## src/hw/rtl/prsu_pkg.sv

```systemverilog
// Package with beat types, packing modes and group constants for the raw sample unpacker.
package prsu_pkg;

  typedef enum logic [1:0] {
    MODE_P12  = 2'd0,
    MODE_P14  = 2'd1,
    MODE_LE16 = 2'd2
  } mode_e;

  localparam int unsigned PhaseW = 3;

  localparam logic [PhaseW-1:0] GroupLenP12  = 3'd3;
  localparam logic [PhaseW-1:0] GroupLenP14  = 3'd7;
  localparam logic [PhaseW-1:0] GroupLenLe16 = 3'd2;

  typedef struct packed {
    logic [7:0] data_byte;
    logic       first_byte;
    logic       last_byte;
  } in_beat_t;

  typedef struct packed {
    logic [15:0] sample;
    logic        last_sample;
  } out_beat_t;

  typedef struct packed {
    logic              emit;
    out_beat_t         beat;
    logic [PhaseW-1:0] next_phase;
    logic [15:0]       next_held;
  } unpack_res_t;

endpackage

```

## src/hw/rtl/prsu_unpack.sv

```systemverilog
// Combinational unpacking of one byte against the group phase and the held bytes.
module prsu_unpack (
  input  logic [1:0]                   mode_i,
  input  logic [prsu_pkg::PhaseW-1:0]  phase_i,
  input  logic [15:0]                  held_i,
  input  prsu_pkg::in_beat_t           beat_i,
  output prsu_pkg::unpack_res_t        res_o
);

  logic [prsu_pkg::PhaseW-1:0] len;
  logic [prsu_pkg::PhaseW-1:0] ph_raw;
  logic [prsu_pkg::PhaseW-1:0] ph;
  logic [prsu_pkg::PhaseW-1:0] ph_inc;
  logic [7:0]                  b;
  logic [7:0]                  p1;
  logic [7:0]                  p2;
  logic                        emit;
  logic [15:0]                 val;

  assign b      = beat_i.data_byte;
  assign p1     = held_i[7:0];
  assign p2     = held_i[15:8];
  assign ph_raw = beat_i.first_byte ? '0 : phase_i;
  assign ph     = (ph_raw >= len) ? '0 : ph_raw;
  assign ph_inc = ph + 3'd1;

  always_comb begin
    case (mode_i)
      prsu_pkg::MODE_P12: begin
        len = prsu_pkg::GroupLenP12;
      end
      prsu_pkg::MODE_P14: begin
        len = prsu_pkg::GroupLenP14;
      end
      default: begin
        len = prsu_pkg::GroupLenLe16;
      end
    endcase
  end

  always_comb begin
    emit = 1'b0;
    val  = '0;
    case (mode_i)
      prsu_pkg::MODE_P12: begin
        if (ph == 3'd1) begin
          emit = 1'b1;
          val  = {4'b0, p1, b[7:4]};
        end else if (ph == 3'd2) begin
          emit = 1'b1;
          val  = {4'b0, p1[3:0], b};
        end
      end
      prsu_pkg::MODE_P14: begin
        if (ph == 3'd1) begin
          emit = 1'b1;
          val  = {2'b0, p1, b[7:2]};
        end else if (ph == 3'd3) begin
          emit = 1'b1;
          val  = {2'b0, p2[1:0], p1, b[7:4]};
        end else if (ph == 3'd5) begin
          emit = 1'b1;
          val  = {2'b0, p2[3:0], p1, b[7:6]};
        end else if (ph == 3'd6) begin
          emit = 1'b1;
          val  = {2'b0, p1[5:0], b};
        end
      end
      default: begin
        if (ph == 3'd1) begin
          emit = 1'b1;
          val  = {b, p1};
        end
      end
    endcase
  end

  always_comb begin
    res_o                  = '0;
    res_o.emit             = emit;
    res_o.beat.sample      = val;
    res_o.beat.last_sample = beat_i.last_byte;
    res_o.next_held        = {p1, b};
    res_o.next_phase       = ((ph_inc >= len) || beat_i.last_byte) ? '0 : ph_inc;
  end

endmodule

```

## src/hw/rtl/prsu_out_stage.sv

```systemverilog
// Result register that holds one sample beat until the receiver takes it.
module prsu_out_stage (
  input  logic                clk_i,
  input  logic                rst_ni,
  input  logic                push_valid_i,
  input  prsu_pkg::out_beat_t push_data_i,
  output logic                ready_o,
  output logic                out_valid_o,
  input  logic                out_stall_i,
  output prsu_pkg::out_beat_t out_data_o
);

  logic                valid_q;
  prsu_pkg::out_beat_t data_q;

  assign ready_o     = !valid_q || !out_stall_i;
  assign out_valid_o = valid_q;
  assign out_data_o  = data_q;

  always_ff @(posedge clk_i or negedge rst_ni) begin
    if (!rst_ni) begin
      valid_q <= 1'b0;
    end else if (ready_o) begin
      valid_q <= push_valid_i;
    end
  end

  always_ff @(posedge clk_i) begin
    if (ready_o && push_valid_i) begin
      data_q <= push_data_i;
    end
  end

endmodule

```

## src/hw/rtl/packed_raw_sample_unpacker_unit.sv

```systemverilog
// Top level of the packed raw sample unpacker with input register, state and result register.
// A sample is formed from the byte in the input register and is stored in the result register.
// One byte per cycle unless the result register stalls, set by the single input register.
// The input register advances whenever the result register is empty or being taken.
// Reset clears the packing mode to 12-bit, the group phase and the held bytes.
// Beats in flight are dropped at reset.
module packed_raw_sample_unpacker_unit (
  input  logic                clk_i,
  input  logic                rst_ni,
  input  logic                in_valid_i,
  output logic                in_stall_o,
  input  prsu_pkg::in_beat_t  in_data_i,
  output logic                out_valid_o,
  input  logic                out_stall_i,
  output prsu_pkg::out_beat_t out_data_o,
  input  logic                cfg_valid_i,
  output logic                cfg_ready_o,
  input  logic [1:0]          cfg_data_i
);

  logic [1:0]                  mode_q;
  logic [prsu_pkg::PhaseW-1:0] phase_q;
  logic [15:0]                 held_q;
  logic                        in_valid_q;
  prsu_pkg::in_beat_t          in_beat_q;
  prsu_pkg::unpack_res_t       res;
  logic                        adv;
  logic                        step;

  assign cfg_ready_o = 1'b1;
  assign in_stall_o  = in_valid_q && !adv;
  assign step        = in_valid_q && adv;

  always_ff @(posedge clk_i or negedge rst_ni) begin
    if (!rst_ni) begin
      mode_q <= prsu_pkg::MODE_P12;
    end else if (cfg_valid_i && cfg_ready_o) begin
      mode_q <= cfg_data_i;
    end
  end

  always_ff @(posedge clk_i or negedge rst_ni) begin
    if (!rst_ni) begin
      in_valid_q <= 1'b0;
    end else if (!in_stall_o) begin
      in_valid_q <= in_valid_i;
    end
  end

  always_ff @(posedge clk_i) begin
    if (!in_stall_o && in_valid_i) begin
      in_beat_q <= in_data_i;
    end
  end

  always_ff @(posedge clk_i or negedge rst_ni) begin
    if (!rst_ni) begin
      phase_q <= '0;
      held_q  <= '0;
    end else if (step) begin
      phase_q <= res.next_phase;
      held_q  <= res.next_held;
    end
  end

  prsu_unpack u_unpack (
    .mode_i  (mode_q),
    .phase_i (phase_q),
    .held_i  (held_q),
    .beat_i  (in_beat_q),
    .res_o   (res)
  );

  prsu_out_stage u_out_stage (
    .clk_i        (clk_i),
    .rst_ni       (rst_ni),
    .push_valid_i (in_valid_q && res.emit),
    .push_data_i  (res.beat),
    .ready_o      (adv),
    .out_valid_o  (out_valid_o),
    .out_stall_i  (out_stall_i),
    .out_data_o   (out_data_o)
  );

  a_phase_in_range: assert property (@(posedge clk_i) disable iff (!rst_ni)
    phase_q != 3'd7)
    else $error("Group phase reached an impossible value.");

  a_stall_when_blocked: assert property (@(posedge clk_i) disable iff (!rst_ni)
    (in_valid_q && out_valid_o && out_stall_i) |-> in_stall_o)
    else $error("Input taken while the result register is blocked.");

  a_out_drains: assert property (@(posedge clk_i) disable iff (!rst_ni)
    (out_valid_o && !out_stall_i && !(in_valid_q && res.emit)) |=> !out_valid_o)
    else $error("Result register kept a beat that was already taken.");

  a_p12_width: assert property (@(posedge clk_i) disable iff (!rst_ni)
    (out_valid_o && mode_q == prsu_pkg::MODE_P12) |-> out_data_o.sample[15:12] == 4'b0)
    else $error("A 12-bit sample has upper bits set.");

  a_last_resets_phase: assert property (@(posedge clk_i) disable iff (!rst_ni)
    (step && in_beat_q.last_byte) |=> phase_q == '0)
    else $error("Group phase not cleared after the last byte.");

endmodule

```

## config.mk

```make
export PLATFORM = sky130hd
export DESIGN_NAME = packed_raw_sample_unpacker_unit
export DESIGN_NICKNAME = d
export VERILOG_FILES = /design/src/hw/rtl/prsu_pkg.sv /design/src/hw/rtl/prsu_unpack.sv /design/src/hw/rtl/prsu_out_stage.sv /design/src/hw/rtl/packed_raw_sample_unpacker_unit.sv
export SDC_FILE = /design/constraint.sdc
export NUM_CORES = 1
export LEC_CHECK = 0
export ABC_AREA = 1
export BUFFER_PORTS_ARGS = -buffer_cell sky130_fd_sc_hd__buf_2
export CAP_MARGIN = 20
export CORE_MARGIN = 3
export CORE_UTILIZATION = 59
export DETAILED_ROUTE_END_ITERATION = 16
export PLACE_DENSITY_LB_ADDON = 0.2
export SETUP_SLACK_MARGIN = 0.5
export SLEW_MARGIN = 20
export SYNTH_ARGS = -nofsm -noshare
export SYNTH_HDL_FRONTEND = slang
export SYNTH_SLANG_ARGS = --single-unit
```

## constraint.sdc

```tcl
create_clock -name clk_i -period 5.5 [get_ports clk_i]
set_input_delay 1.1 -clock clk_i [delete_from_list [all_inputs] [get_ports clk_i]]
set_output_delay 1.1 -clock clk_i [all_outputs]
set_load 0.005 [all_outputs]
```

==> impl_results.md <==
- Status: complete, no violations
- GRT overflow: 0
- Avg Cell Area, Syn: 7.728 µm²
- Setup WS pre-CTS: roughly 1.9 ns
- Synth top area cells: edfxtp_1 (29%), dfrtp_1 (17%), nand2_1 (16%), nor2_1 (6.6%), nor2_4 (4.4%)
- CP required: 5.49 ns
- Crit path arrival time: 3.69 ns
- Register-to-register setup slack: ~1.8 ns
- CTS max path bufs: 2
- Worst IR Drop VDD: roughly 0.00024 V
- Most used DFF post-synth: edfxtp_1
- Detailed placer's ending HPWL: 4.528 mm
- Least-Margin Pin Slew: approximately 0.79 ns
- DRT antenna net count: 0
- R2R depth: 15
- Residual DRC: 0
- Iter 0 DRT Violations: 298
- Sequential standard cell area: 0.001286 mm²
- Largest net degree at the start of global routing: 25
- Fin area: 0.003044 mm²
- Top cell type by total area after synthesis: edfxtp_1
- # setup viols final: 0
- Part of the Yosys area used for sequential elements: 45.97%
- Full die area: 0.005604 mm²
- TritonCTS clock tree: built
- Syn nets: 383
- Skew final: between 0.01 and 0.015 ns
- WS Path Type: flip-flop to flip-flop
- Worst Hold Depth: 0
- Drt first pass iters: 5
- Leakage: 0.001486 µW
- Height of the die: roughly 75 µm
- Final min period: 3.699 ns
- Global Route Usage Sum: 24.42%
- Layout cells sized above 1: 16.33%
- Area Overhead vs Synth: 8.810%
- Yosys reg bits: 46
- Boundary pin count: 37
- Post-synthesis cell area: 0.002798 mm²
- Headroom to the max-slew limit: a little under half
- Pwr dens: 301.1 mW/mm²
- Min-delay src: in_beat_q[0]
- Synth unique cells: 29
- Setup crit start kind: flip-flop
- Fill cells: 372
- Die X-Extent: ~75 µm
- CP max FO: 17
- Routed via count: 2443
- Cells after Synth: 362
- Slew Limit Fails: 0
- Hold Crit Class: flip-flop to flip-flop
- Number of core rows: 24
- Met3 usage: 4.406%
- Worst R2R End: u_out_stage.out_data_o[2]
- Initial Utilization: between 60% and 70%
- RSZ-0062 raised after global routing: false
- Final setup margin: 1.801 ns
- Period Utilization, post-route: just under 70%
- Multi-input gate area: about 0.0013 mm²
- Avg WL per Cell: between 10 and 15 µm
- Total negative setup slack: 0 ns
- GR met1 Demand/Resource: 34.25%
- R2R Path Start: mode_q[1]
- Synth top area share: just under 30%
- Final Hold Viols: 0
- Area after DPL: 0.002964 mm²
- Final hold slack: roughly 0.46 ns
- Ys Warns: 0
- Worst setup EP type: flip-flop
- Synth async-reset ratio: 41.30%
- Initial antenna violation count: 0
- Nets: 412
- # port buffers: 35
- Antenna diodes: 0
- Global-route wire length before repair: 10.25 mm
- Root buf cell: clkbuf_8
- Core Region: 0.004474 mm²
- Post-synth EDFFs: 27
- CTS Sinks: 46
- Post-CTS Hold Buffers: 0
- Via density: 5.502
- Drt total wl: 6.275 mm
- Grt peak-use layer: met2
- GR Util met2: a little under two fifths
- Fmax: ~270 MHz
- GPL Wtd Cong: 0.9344
- Max cap viols: 0
- Post-CTS Setup Repair Bufs: 0
- Clk_lat worst skew: 0.30 ns
- Vias in the first global route: 2169
- Total CTS buffers: 5
- Clock-pin slew on the worst setup and hold paths: 0.08 ns
- Cts repair resizes: 0
- H-tree Lvls: 2
- Hold Path End: u_out_stage.out_data_o[0]
==> routing by layer <==
metal | part of all wire (%) | up-vias
li1 | - | 1223
met1 | 46 | 1095
met2 | 46 | 112
met3 | 6.4 | 13
met4 | 2.1 | 0
met5 | 0 | -
==> stage by stage <==
step           power [µW]  utilization (%)  std cells
2_1_floorplan       654.4                -        362
3_3_place_gp        719.6            66.25        436
3_5_place_dp        724.2            66.25        436
4_1_cts             918.6            68.04        444
5_1_grt             973.7            68.04        444
6_report            916.6            68.04        444
==> worst max-delay path: stages (launching register included) <==
cell and delay [ns]:
dfrtp_1 0.42, nor2_1 0.26, inv_1 0.31, ha_1 0.40, nand3_2 0.09, o21ai_2 0.21
nor2_4 0.11, inv_1 0.07, ha_1 0.46, inv_1 0.36, nand2_1 0.15, nand2_1 0.06
nand2_1 0.06, nand2_1 0.06, nor2_1 0.09, buf_4 0.26
==> how the worst max path moves through the flow <==
stage,start,cells after the start,end,slack (ns)
final,mode_q[1],15,u_out_stage.out_data_o[2],1.80
after global routing,mode_q[1],15,u_out_stage.out_data_o[2],1.50
after CTS,mode_q[1],15,u_out_stage.out_data_o[2],1.84
after detailed placement,mode_q[1],15,u_out_stage.out_data_o[16],1.85
after global placement,mode_q[1],15,u_out_stage.out_data_o[16],1.98
after floorplan,mode_q[1],16,u_out_stage.out_data_o[0],2.07
==> placed cells by master (no fill, tap or decap), drive strengths merged <==
cell    count
nand2     122
nor2       62
buf        36
inv        34
o21ai      30
edfxtp     27
a21oi      22
dfrtp      19
nand3      17
clkbuf      8
a21boi      4
ha          4
nand4       3
o22ai       2
nor3        1
conb        1
==> synth_stat cells, types with 5 or more instances <==
library cell / count
a21oi_1: 22
buf_2: 5
dfrtp_1: 19
edfxtp_1: 27
inv_1: 30
nand2_1: 121
nand3_1: 15
nor2_1: 49
nor2_4: 11
o21ai_0: 18
o21ai_1: 11
==> flip-flops by register name, summed over array words and instances (netlist names) <==
register and cells:
in_valid_q 1, phase_q 3, in_beat_q 10, mode_q 2, u_out_stage.out_data_o 17, u_out_stage.out_valid_o 1
held_q 12
==> layout make-up <==
cell class | count | share of cell area, %
clock buffers | 8 | 2.630
multi-input cells | 268 | 42.70
inverters | 34 | 4.275
well taps | 52 | 2.137
flip-flops and latches | 46 | 42.25
repair buffers | 36 | 6.001
==> cell families after synthesis <==
group / Yosys count / share of synthesized area (%)
compound gates: 58 / 10.96
fa+ha+maj: 4 / 1.789
buf+inv: 48 / 7.558
flops: 46 / 45.98
other cells: 1 / 0.1340
simple gates: 205 / 33.59
==> report_power, final <==
group	switching [µW]	total, µW	internal, µW	leakage [µW]
clock network	107	198	90.4	0.0000395
registers	54.6	478	423	0.000494
logic	162	241	79.3	0.000952
total	324	917	593	0.00149
No activity file was read; power rests on OpenSTA's default activity.
